--- src/sv/combined_lcg_shuffle_rng_macros.svh ---
// Assertion macros for the combined generator.
`ifndef COMBINED_LCG_SHUFFLE_RNG_MACROS_SVH
`define COMBINED_LCG_SHUFFLE_RNG_MACROS_SVH

`ifndef SYNTH
`define CLSR_ASSERT(lbl, clk, rstn, expr) \
    lbl: assert property (@(posedge clk) disable iff (!rstn) (expr)) \
        else $error("assertion failed");
`define CLSR_ASSERT_NEXT(lbl, clk, rstn, ante, cons) \
    lbl: assert property (@(posedge clk) disable iff (!rstn) (ante) |=> (cons)) \
        else $error("assertion failed");
`else
`define CLSR_ASSERT(lbl, clk, rstn, expr)
`define CLSR_ASSERT_NEXT(lbl, clk, rstn, ante, cons)
`endif

`endif

--- src/sv/clsr_pkg.sv ---
`default_nettype none

package clsr_pkg;

    localparam logic [30:0] MOD_ONE      = 31'd2147483563;
    localparam logic [30:0] MOD_TWO      = 31'd2147483399;
    localparam logic [30:0] MOD_ONE_LESS = 31'd2147483562;
    localparam logic [15:0] MUL_ONE      = 16'd40014;
    localparam logic [15:0] MUL_TWO      = 16'd40692;
    localparam logic [7:0]  FOLD_ONE     = 8'd85;
    localparam logic [7:0]  FOLD_TWO     = 8'd249;
    localparam logic [30:0] GEN_TWO_INIT = 31'd123456789;
    localparam logic [23:0] FRAC_MAX     = 24'd16777213;
    localparam int          WARMUP_EXTRA = 8;

    // (a * x) mod m for m = 2^31 - c: fold the high part back in, then one subtract
    function automatic logic [30:0] mcg_reduce(input logic [46:0] prod,
                                               input logic [30:0] m,
                                               input logic [7:0]  c);
        logic [31:0] fold;
        logic [31:0] diff;
        fold = {1'b0, prod[30:0]} + 32'(prod[46:31]) * 32'(c);
        diff = fold - {1'b0, m};
        mcg_reduce = (fold >= {1'b0, m}) ? diff[30:0] : fold[30:0];
    endfunction

    // floor(s * 2^24 / MOD_ONE), clamped to FRAC_MAX
    function automatic logic [23:0] to_fraction(input logic [30:0] s);
        logic [23:0] q0;
        logic [31:0] rem;
        logic [24:0] q;
        q0  = s[30:7];
        rem = {1'b0, s[6:0], 24'd0} + 32'(q0) * 32'(FOLD_ONE);
        q   = {1'b0, q0} + 25'(rem >= {1'b0, MOD_ONE});
        to_fraction = (q > {1'b0, FRAC_MAX}) ? FRAC_MAX : q[23:0];
    endfunction

endpackage

`default_nettype wire

--- src/sv/combined_lcg_shuffle_rng.sv ---
// Combined congruential random generator with a shuffle table.
// Input channel: i_valid / o_stall carry a request of i_cmd and i_seed.
//   i_cmd = 0 draws the next number; i_cmd = 1 reseeds from i_seed, then draws.
// Output channel: o_valid / i_stall carry o_sample (1..2147483562) and
//   o_fraction (sample over the first modulus as a 0.24 fraction).
// One request yields exactly one result. A request is taken only while the
// sequencer is idle; o_stall is high for the whole of its work.
// A draw runs, after accept, through the two generator steps on the shared
//   multiplier and fold unit, the slot index (reciprocal multiply, multiply
//   back, correct) on the same multiplier, then table access, mix and
//   output load.
// A reseed first runs warm-up steps on the same multiplier, then draws.
// The result sits in an output register; the next request is taken while it
// waits. If the receiver stalls, a finished result holds in the sequencer
// until the output register is free.
// Reset (synchronous, active low) clears both generators to their start
// values, the previous output, and the table valid bits, so the table reads
// as all zeros until written.
`default_nettype none

module combined_lcg_shuffle_rng #(
    parameter int TABLE_DEPTH = 32
) (
    input  wire logic        i_clk,
    input  wire logic        i_rst_n,
    input  wire logic        i_valid,
    output logic             o_stall,
    input  wire logic        i_cmd,
    input  wire logic [30:0] i_seed,
    output logic             o_valid,
    input  wire logic        i_stall,
    output logic [30:0]      o_sample,
    output logic [23:0]      o_fraction
);
    import clsr_pkg::*;
    `include "combined_lcg_shuffle_rng_macros.svh"

    localparam int AW = (TABLE_DEPTH > 1) ? $clog2(TABLE_DEPTH) : 1;
    localparam int QW = $clog2(TABLE_DEPTH) + 1;
    localparam int CW = $clog2(TABLE_DEPTH + WARMUP_EXTRA);
    localparam longint SLOT_DIV = 1 + 2147483562 / TABLE_DEPTH;
    localparam longint RECIP = (longint'(1) << 31) / SLOT_DIV;
    localparam logic [30:0] SLOT_DIV_X = 31'(SLOT_DIV);
    localparam logic [15:0] RECIP_A    = 16'(RECIP);
    localparam logic [CW-1:0] WARM_LAST = CW'(TABLE_DEPTH + WARMUP_EXTRA - 1);
    localparam logic [CW-1:0] DEPTH_CW  = CW'(TABLE_DEPTH);
    localparam logic [QW-1:0] DEPTH_QW  = QW'(TABLE_DEPTH);
    localparam logic [AW-1:0] SLOT_MAX  = AW'(TABLE_DEPTH - 1);

    typedef enum logic [3:0] {
        S_IDLE, S_W_MUL, S_W_RED, S_D_MUL1, S_D_RED1, S_D_MUL2, S_D_RED2,
        S_Q_MUL, S_Q_BACK, S_Q_FIX, S_READ, S_MIX, S_DONE
    } t_state;

    t_state            r_state;
    logic [30:0]       r_gen_one;
    logic [30:0]       r_gen_two;
    logic [30:0]       r_last;
    logic [46:0]       r_prod;
    logic [CW-1:0]     r_cnt;
    logic [QW-1:0]     r_quo;
    logic [TABLE_DEPTH-1:0] r_valid;
    logic              r_rd_valid;
    logic [30:0]       r_rd;
    logic [30:0]       r_table [TABLE_DEPTH];

    logic [30:0]       mul_x;
    logic [15:0]       mul_a;
    logic [30:0]       red;
    logic [30:0]       seed_c;
    logic [15:0]       q_est;
    logic [30:0]       rem_fix;
    logic              fix_ge;
    logic [AW-1:0]     slot;
    logic              mem_we;
    logic [AW-1:0]     mem_addr;
    logic [30:0]       mem_wdata;
    logic [30:0]       old_val;
    logic signed [32:0] mix0;
    logic signed [32:0] mix1;
    logic [30:0]       mix;
    logic              out_free;
    logic              load_out;

    assign o_stall  = (r_state != S_IDLE);
    assign out_free = !o_valid || !i_stall;
    assign load_out = (r_state == S_DONE) && out_free;

    assign q_est   = r_prod[46:31];
    assign rem_fix = r_last - r_prod[30:0];
    assign fix_ge  = (rem_fix >= SLOT_DIV_X);

    always_comb begin
        case (r_state)
            S_D_MUL2: begin
                mul_x = r_gen_two;
                mul_a = MUL_TWO;
            end
            S_Q_MUL: begin
                mul_x = r_last;
                mul_a = RECIP_A;
            end
            S_Q_BACK: begin
                mul_x = SLOT_DIV_X;
                mul_a = q_est;
            end
            default: begin
                mul_x = r_gen_one;
                mul_a = MUL_ONE;
            end
        endcase
        if (r_state == S_D_RED2) begin
            red = mcg_reduce(r_prod, MOD_TWO, FOLD_TWO);
        end else begin
            red = mcg_reduce(r_prod, MOD_ONE, FOLD_ONE);
        end
    end

    always_comb begin
        if (i_seed == 31'd0) begin
            seed_c = 31'd1;
        end else if (i_seed > MOD_ONE_LESS) begin
            seed_c = MOD_ONE_LESS;
        end else begin
            seed_c = i_seed;
        end
    end

    assign slot = (r_quo >= DEPTH_QW) ? SLOT_MAX : r_quo[AW-1:0];

    always_comb begin
        mem_we    = 1'b0;
        mem_addr  = slot;
        mem_wdata = r_gen_one;
        if (r_state == S_W_RED) begin
            mem_we    = (r_cnt < DEPTH_CW);
            mem_addr  = r_cnt[AW-1:0];
            mem_wdata = red;
        end else if (r_state == S_READ) begin
            mem_we = 1'b1;
        end
    end

    always_comb begin
        old_val = r_rd_valid ? r_rd : 31'd0;
        mix0 = $signed({2'b00, old_val}) - $signed({2'b00, r_gen_two});
        if (mix0 < 33'sd1) begin
            mix1 = mix0 + $signed({2'b00, MOD_ONE_LESS});
        end else begin
            mix1 = mix0;
        end
        if (mix1 < 33'sd1) begin
            mix = 31'd1;
        end else if (mix1 > $signed({2'b00, MOD_ONE_LESS})) begin
            mix = MOD_ONE_LESS;
        end else begin
            mix = mix1[30:0];
        end
    end

    always_ff @(posedge i_clk) begin
        if (mem_we) begin
            r_table[mem_addr] <= mem_wdata;
        end
        if (r_state == S_READ) begin
            r_rd <= r_table[mem_addr];
        end
    end

    always_ff @(posedge i_clk) begin
        if (!i_rst_n) begin
            r_state    <= S_IDLE;
            r_gen_one  <= 31'd0;
            r_gen_two  <= GEN_TWO_INIT;
            r_last     <= 31'd0;
            r_valid    <= '0;
            o_valid    <= 1'b0;
            r_rd_valid <= 1'b0;
        end else begin
            if (load_out) begin
                o_valid <= 1'b1;
            end else if (!i_stall) begin
                o_valid <= 1'b0;
            end
            case (r_state)
                S_IDLE: begin
                    if (i_valid) begin
                        if (i_cmd) begin
                            r_gen_one <= seed_c;
                            r_gen_two <= GEN_TWO_INIT;
                            r_cnt     <= WARM_LAST;
                            r_state   <= S_W_MUL;
                        end else begin
                            r_state <= S_D_MUL1;
                        end
                    end
                end
                S_W_MUL: begin
                    r_prod  <= 47'(mul_x) * 47'(mul_a);
                    r_state <= S_W_RED;
                end
                S_W_RED: begin
                    r_gen_one <= red;
                    if (mem_we) begin
                        r_valid[mem_addr] <= 1'b1;
                    end
                    if (r_cnt == '0) begin
                        r_last  <= red;
                        r_state <= S_D_MUL1;
                    end else begin
                        r_cnt   <= r_cnt - 1'b1;
                        r_state <= S_W_MUL;
                    end
                end
                S_D_MUL1: begin
                    r_prod  <= 47'(mul_x) * 47'(mul_a);
                    r_state <= S_D_RED1;
                end
                S_D_RED1: begin
                    r_gen_one <= red;
                    r_state   <= S_D_MUL2;
                end
                S_D_MUL2: begin
                    r_prod  <= 47'(mul_x) * 47'(mul_a);
                    r_state <= S_D_RED2;
                end
                S_D_RED2: begin
                    r_gen_two <= red;
                    r_state   <= S_Q_MUL;
                end
                S_Q_MUL: begin
                    r_prod  <= 47'(mul_x) * 47'(mul_a);
                    r_state <= S_Q_BACK;
                end
                S_Q_BACK: begin
                    r_quo   <= q_est[QW-1:0];
                    r_prod  <= 47'(mul_x) * 47'(mul_a);
                    r_state <= S_Q_FIX;
                end
                S_Q_FIX: begin
                    r_quo   <= r_quo + QW'(fix_ge);
                    r_state <= S_READ;
                end
                S_READ: begin
                    r_rd_valid     <= r_valid[mem_addr];
                    r_valid[mem_addr] <= 1'b1;
                    r_state        <= S_MIX;
                end
                S_MIX: begin
                    r_last  <= mix;
                    r_state <= S_DONE;
                end
                S_DONE: begin
                    if (out_free) begin
                        o_sample   <= r_last;
                        o_fraction <= to_fraction(r_last);
                        r_state    <= S_IDLE;
                    end
                end
                default: begin
                    r_state <= S_IDLE;
                end
            endcase
        end
    end

    `CLSR_ASSERT(a_sample_range, i_clk, i_rst_n, !o_valid || ((o_sample != 31'd0) && (o_sample <= MOD_ONE_LESS)))
    `CLSR_ASSERT(a_fraction_max, i_clk, i_rst_n, !o_valid || (o_fraction <= FRAC_MAX))
    `CLSR_ASSERT(a_gen_one_range, i_clk, i_rst_n, r_gen_one < MOD_ONE)
    `CLSR_ASSERT(a_gen_two_range, i_clk, i_rst_n, (r_gen_two < MOD_TWO) && (r_gen_two != 31'd0))
    `CLSR_ASSERT_NEXT(a_busy_after_accept, i_clk, i_rst_n, i_valid && !o_stall, o_stall)

endmodule

`default_nettype wire

--- config.mk ---
export PLATFORM = sky130hd
export DESIGN_NAME = combined_lcg_shuffle_rng
export DESIGN_NICKNAME = d
export VERILOG_FILES = /design/src/sv/clsr_pkg.sv /design/src/sv/combined_lcg_shuffle_rng.sv
export VERILOG_INCLUDE_DIRS = /design/src /design/src/sv
export SDC_FILE = /design/constraint.sdc
export NUM_CORES = 2
export LEC_CHECK = 0
export BUFFER_PORTS_ARGS = -buffer_cell sky130_fd_sc_hd__buf_2
export CORE_MARGIN = 3
export CORE_UTILIZATION = 40
export CTS_CLUSTER_DIAMETER = 40
export DETAILED_ROUTE_END_ITERATION = 16
export PLACE_DENSITY = 0.67
export SETUP_SLACK_MARGIN = 0.05
export SLEW_MARGIN = 10
export SYNTH_ARGS = -nofsm -noshare
export SYNTH_HDL_FRONTEND = slang
export SYNTH_SLANG_ARGS = --single-unit
--- constraint.sdc ---
create_clock -name i_clk -period 17.4 [get_ports i_clk]
set_input_delay 3.48 -clock i_clk [delete_from_list [all_inputs] [get_ports i_clk]]
set_output_delay 3.48 -clock i_clk [all_outputs]
set_load 0.02 [all_outputs]
==> flow_results.xml <==
<?xml version="1.0" encoding="UTF-8"?>
<metrics>
  <group name="setup_path">
    <metric name="cp.arrival" unit="ns">10.72</metric>
    <metric name="end_kind" unit="">register</metric>
    <metric name="r2r_cells" unit="">27</metric>
    <metric name="cp_max_fo" unit="">56</metric>
    <metric name="crit_cells" unit="">27</metric>
    <metric name="launch_point_of_the_worst_path" unit="">r_state[3]</metric>
    <metric name="cpMostUsedCell" unit="">sky130_fd_sc_hd__fa_1</metric>
    <metric name="timing.setup.critical_path_class" unit="">reg2reg</metric>
    <metric name="max_stage_delay" unit="ns">1.02</metric>
    <metric name="worst_setup_path_start_kind" unit="">register</metric>
    <metric name="critPathTopFamily" unit="">compound AO/OA/AOI/OAI gates</metric>
    <metric name="critical_path_buf_inv_count" unit="">2</metric>
    <metric name="timing.critical_path.slowest_stage_cell" unit="">sky130_fd_sc_hd__a21o_1</metric>
    <metric name="worstReg2RegStart" unit="">r_state[3]</metric>
    <metric name="critPathRequiredTime" unit="ns">17.92</metric>
  </group>
  <group name="logic_synthesis">
    <metric name="synthesis.area_per_instance" unit="sq um">12.3</metric>
    <metric name="synth.largest_area_cell" unit="">sky130_fd_sc_hd__edfxtp_1</metric>
    <metric name="yosys.cell_types.count" unit="">92</metric>
    <metric name="top_area_cell_type_share_of_the_netlist_area" unit="">0.429</metric>
    <metric name="synth_enable_flop_cells" unit="">1137</metric>
    <metric name="yosys-top-cells-area" unit="">sky130_fd_sc_hd__edfxtp_1 (43%), sky130_fd_sc_hd__fa_1 (14%), sky130_fd_sc_hd__mux4_2 (7.2%)</metric>
    <metric name="post_synth_instance_area" unit="sq um">79600</metric>
    <metric name="asyncSetResetFlopFracSynth" unit="">0</metric>
    <metric name="yosys.area_share.simple" unit="">0.0934</metric>
    <metric name="compound_gate_portion_of_the_synthesized_area" unit="">0.0892</metric>
    <metric name="main_combinational_cell_family_by_area_after_synthesis" unit="">adder cells</metric>
    <metric name="synthMuxAreaShare" unit="">0.0752</metric>
    <metric name="ys_warn_count" unit="">0</metric>
    <metric name="postSynthCellCount" unit="">6467</metric>
    <metric name="postSynth.topFlopCell" unit="">sky130_fd_sc_hd__edfxtp_1</metric>
    <metric name="synth_fa_ha_area_frac" unit="">0.205</metric>
    <metric name="synth_seq_cells" unit="">1268</metric>
    <metric name="seq_area_frac_synth" unit="">0.462</metric>
    <metric name="synth-xor-area-share" unit="">0.0251</metric>
  </group>
  <group name="floorplanning">
    <metric name="fp.coreArea" unit="sq um">198000</metric>
    <metric name="fp_rows" unit="">163</metric>
    <metric name="total_die_area" unit="sq um">204000</metric>
    <metric name="top_level_ports" unit="">93</metric>
    <metric name="initial_utilization" unit="">0.403</metric>
    <metric name="floorplan.die.height" unit="um">452</metric>
    <metric name="die_width" unit="um">452</metric>
  </group>
  <group name="sta">
    <metric name="min_period" unit="ns">10.19</metric>
    <metric name="hold_slack" unit="ns">0.467</metric>
    <metric name="max_freq" unit="GHz">0.0981</metric>
    <metric name="final_min_period_over_clock_period" unit="">0.586</metric>
    <metric name="transition_time_of_the_tightest_slew_check_pin" unit="ns">1.32</metric>
    <metric name="hold_viol" unit="">0</metric>
    <metric name="grt_setup_unrepaired" unit="">false</metric>
    <metric name="report.final.setup_viol" unit="">0</metric>
    <metric name="report.final.slew_viol_count" unit="">0</metric>
    <metric name="setup_tns" unit="ns">0</metric>
    <metric name="finalWorstSetupSlack" unit="ns">7.21</metric>
    <metric name="maxSlewHeadroom" unit="">0.114</metric>
    <metric name="fin_worst_skew" unit="ns">0.0817</metric>
  </group>
  <group name="clock_network">
    <metric name="holdBufCountCts" unit="">0</metric>
    <metric name="post_cts_buffers" unit="">0</metric>
    <metric name="clockRootBuffer" unit="">sky130_fd_sc_hd__clkbuf_16</metric>
    <metric name="cts-buffers-inserted" unit="">176</metric>
    <metric name="cts.sink_count" unit="">1268</metric>
    <metric name="htreeDepth" unit="">4</metric>
    <metric name="tritoncts" unit="">built</metric>
    <metric name="cts_max_path_bufs" unit="">3</metric>
    <metric name="post_cts_resized" unit="">0</metric>
    <metric name="clk_latency" unit="ns">0.84</metric>
    <metric name="path_clk_slew" unit="ns">0.05</metric>
  </group>
  <group name="finish">
    <metric name="n_fill_cell" unit="">17568</metric>
    <metric name="nets" unit="">7647</metric>
    <metric name="layout.cells.most_common" unit="">sky130_fd_sc_hd__edfxtp_1</metric>
    <metric name="reg_area" unit="sq um">36800</metric>
    <metric name="multi_input_area" unit="sq um">39400</metric>
    <metric name="area.growth.synth_to_final" unit="%">13.2</metric>
    <metric name="layout_common_cells" unit="">sky130_fd_sc_hd__edfxtp_1 (1137), sky130_fd_sc_hd__inv_1 (790), sky130_fd_sc_hd__nand2_1 (596)</metric>
    <metric name="layout-drive-gt1-share" unit="">0.136</metric>
  </group>
  <group name="hold_path">
    <metric name="timing.hold.worst_path_depth" unit="">2</metric>
    <metric name="holdCritPathClass" unit="">reg2reg</metric>
    <metric name="hold_path.startpoint" unit="">r_valid[24]</metric>
  </group>
  <group name="global_route">
    <metric name="first_global_vias" unit="">55024</metric>
    <metric name="grt_antenna_before_repair" unit="">8</metric>
    <metric name="overflow" unit="">0</metric>
    <metric name="grtUsageTotal" unit="">0.248</metric>
    <metric name="grt_first_pass_wirelength" unit="mm">375</metric>
    <metric name="maximum_number_of_pins_on_one_net_before_global_route_repair" unit="">148</metric>
  </group>
  <group name="placement">
    <metric name="port_buffers" unit="">92</metric>
    <metric name="routabilityCongestion" unit="">1.02</metric>
    <metric name="detailedPlacementHpwl" unit="mm">177</metric>
    <metric name="preCtsSetupSlack" unit="ns">7.47</metric>
  </group>
  <group name="flow_run">
    <metric name="max_cap_violations" unit="">0</metric>
  </group>
  <group name="detailed_routing">
    <metric name="detail_route.first_pass.iterations" unit="">8</metric>
    <metric name="viasPerCell" unit="">5.86</metric>
    <metric name="route.detailed.wl_per_inst" unit="um">27.0</metric>
    <metric name="route.vias.total" unit="">55388</metric>
    <metric name="first_iter_violations" unit="">6620</metric>
    <metric name="drt-total-wl" unit="mm">255</metric>
    <metric name="drcViolationCount" unit="">0</metric>
    <metric name="drtAntennaViolNets" unit="">0</metric>
  </group>
  <group name="outcome">
    <metric name="run_status" unit="">complete, no violations</metric>
  </group>
</metrics>
==> cells in the mapped netlist, types with 69 or more instances <==
library cell / count
sky130_fd_sc_hd__nor2_1: 409
sky130_fd_sc_hd__ha_1: 398
sky130_fd_sc_hd__nand4_1: 70
sky130_fd_sc_hd__nand3_1: 88
sky130_fd_sc_hd__fa_1: 566
sky130_fd_sc_hd__mux4_2: 256
sky130_fd_sc_hd__a22oi_1: 139
sky130_fd_sc_hd__a21oi_1: 241
sky130_fd_sc_hd__xnor2_1: 145
sky130_fd_sc_hd__nor3_1: 74
sky130_fd_sc_hd__nand2_1: 597
sky130_fd_sc_hd__xor2_1: 83
sky130_fd_sc_hd__clkbuf_1: 211
sky130_fd_sc_hd__inv_1: 791
sky130_fd_sc_hd__o21ai_0: 231
sky130_fd_sc_hd__dfxtp_1: 131
sky130_fd_sc_hd__edfxtp_1: 1137
sky130_fd_sc_hd__and2_1: 69
==> kinds of logic (layout without fill, tap and decap cells) <==
| group | count (synthesis) | after routing |
|---|---|---|
| AOI/OAI and AO/OA | 1081 | 1081 |
| xor gates and xnor gates | 228 | 228 |
| muxes | 277 | 277 |
| adders and majority gates | 964 | 964 |
| and+or+nand+nor | 1594 | 1594 |
| buffers and inverters | 1053 | 1362 |
| DFF | 1268 | 1268 |
| other | 2 | 30 |
==> path summary, 6_finish.rpt <==
check | to | slack, ns
max | r_prod[42] | 7.21
min | r_valid[24] | 0.47
max reg2reg | r_prod[42] | 7.21
min reg2reg | r_valid[24] | 0.47
==> registers in the layout (all words and copies together) (netlist names) <==
| name | flops |
|---|---|
| r_prod | 47 |
| r_rd | 31 |
| r_quo | 6 |
| r_state | 4 |
| r_valid | 32 |
| r_rd_valid | 1 |
| r_table | 992 |
| r_gen_two | 31 |
| r_gen_one | 31 |
| r_last | 31 |
| o_fraction | 24 |
| o_valid | 1 |
| r_cnt | 6 |
| o_sample | 31 |
==> worst reg2reg max path, cell delays in order, from the launching register on <==
cell and delay, ns:
sky130_fd_sc_hd__dfxtp_1 0.58, sky130_fd_sc_hd__nand2b_1 0.30, sky130_fd_sc_hd__nor3_2 0.17, sky130_fd_sc_hd__buf_4 0.63, sky130_fd_sc_hd__a21o_1 1.04, sky130_fd_sc_hd__nand2_1 0.23, sky130_fd_sc_hd__fa_1 0.58, sky130_fd_sc_hd__inv_1 0.05
sky130_fd_sc_hd__fa_1 0.47, sky130_fd_sc_hd__fa_1 0.50, sky130_fd_sc_hd__fa_1 0.58, sky130_fd_sc_hd__fa_1 0.44, sky130_fd_sc_hd__fa_1 0.47, sky130_fd_sc_hd__ha_1 0.36, sky130_fd_sc_hd__a21o_1 0.18, sky130_fd_sc_hd__a21oi_1 0.16
sky130_fd_sc_hd__nor2b_1 0.06, sky130_fd_sc_hd__a2111oi_0 0.63, sky130_fd_sc_hd__o211ai_1 0.17, sky130_fd_sc_hd__nand2_1 0.39, sky130_fd_sc_hd__a311oi_1 0.28, sky130_fd_sc_hd__a211o_1 0.36, sky130_fd_sc_hd__a32oi_1 0.24, sky130_fd_sc_hd__a21boi_0 0.14
sky130_fd_sc_hd__or4_1 0.47, sky130_fd_sc_hd__a31oi_1 0.20, sky130_fd_sc_hd__o21bai_1 0.09, sky130_fd_sc_hd__xor2_1 0.14
==> layout make-up <==
class | count | share of cell area
Tap cell | 2640 | 0.0367
Sequential cell | 1268 | 0.408
Antenna cell | 6 | 0.000167
Clock buffer | 198 | 0.0503
Multi-Input combinational cell | 4168 | 0.438
Clock inverter | 131 | 0.0163
Timing Repair Buffer | 242 | 0.0179
Inverter | 791 | 0.0330
==> per-stage QoR <==
step / utilization / area, sq um / instances
finish: 0.456 / 90100 / 9444
global route: 0.456 / 90100 / 9438
CTS: 0.456 / 90000 / 9438
detailed placement: 0.425 / 84000 / 9109
global placement: 0.425 / 84000 / 9109
floorplan: - / 79700 / 6489
==> routing by layer <==
layer	GRT usage	vias to the layer above	share of wire
li1	-	23536	-
met1	0.335	28315	0.40
met2	0.390	2940	0.46
met3	0.0527	595	0.097
met4	0.103	2	0.047
met5	0	-	0.000074
Power is left out: the tool's default activity adds up to more than one toggle a clock period on the data nets, which glitch-free logic cannot reach.
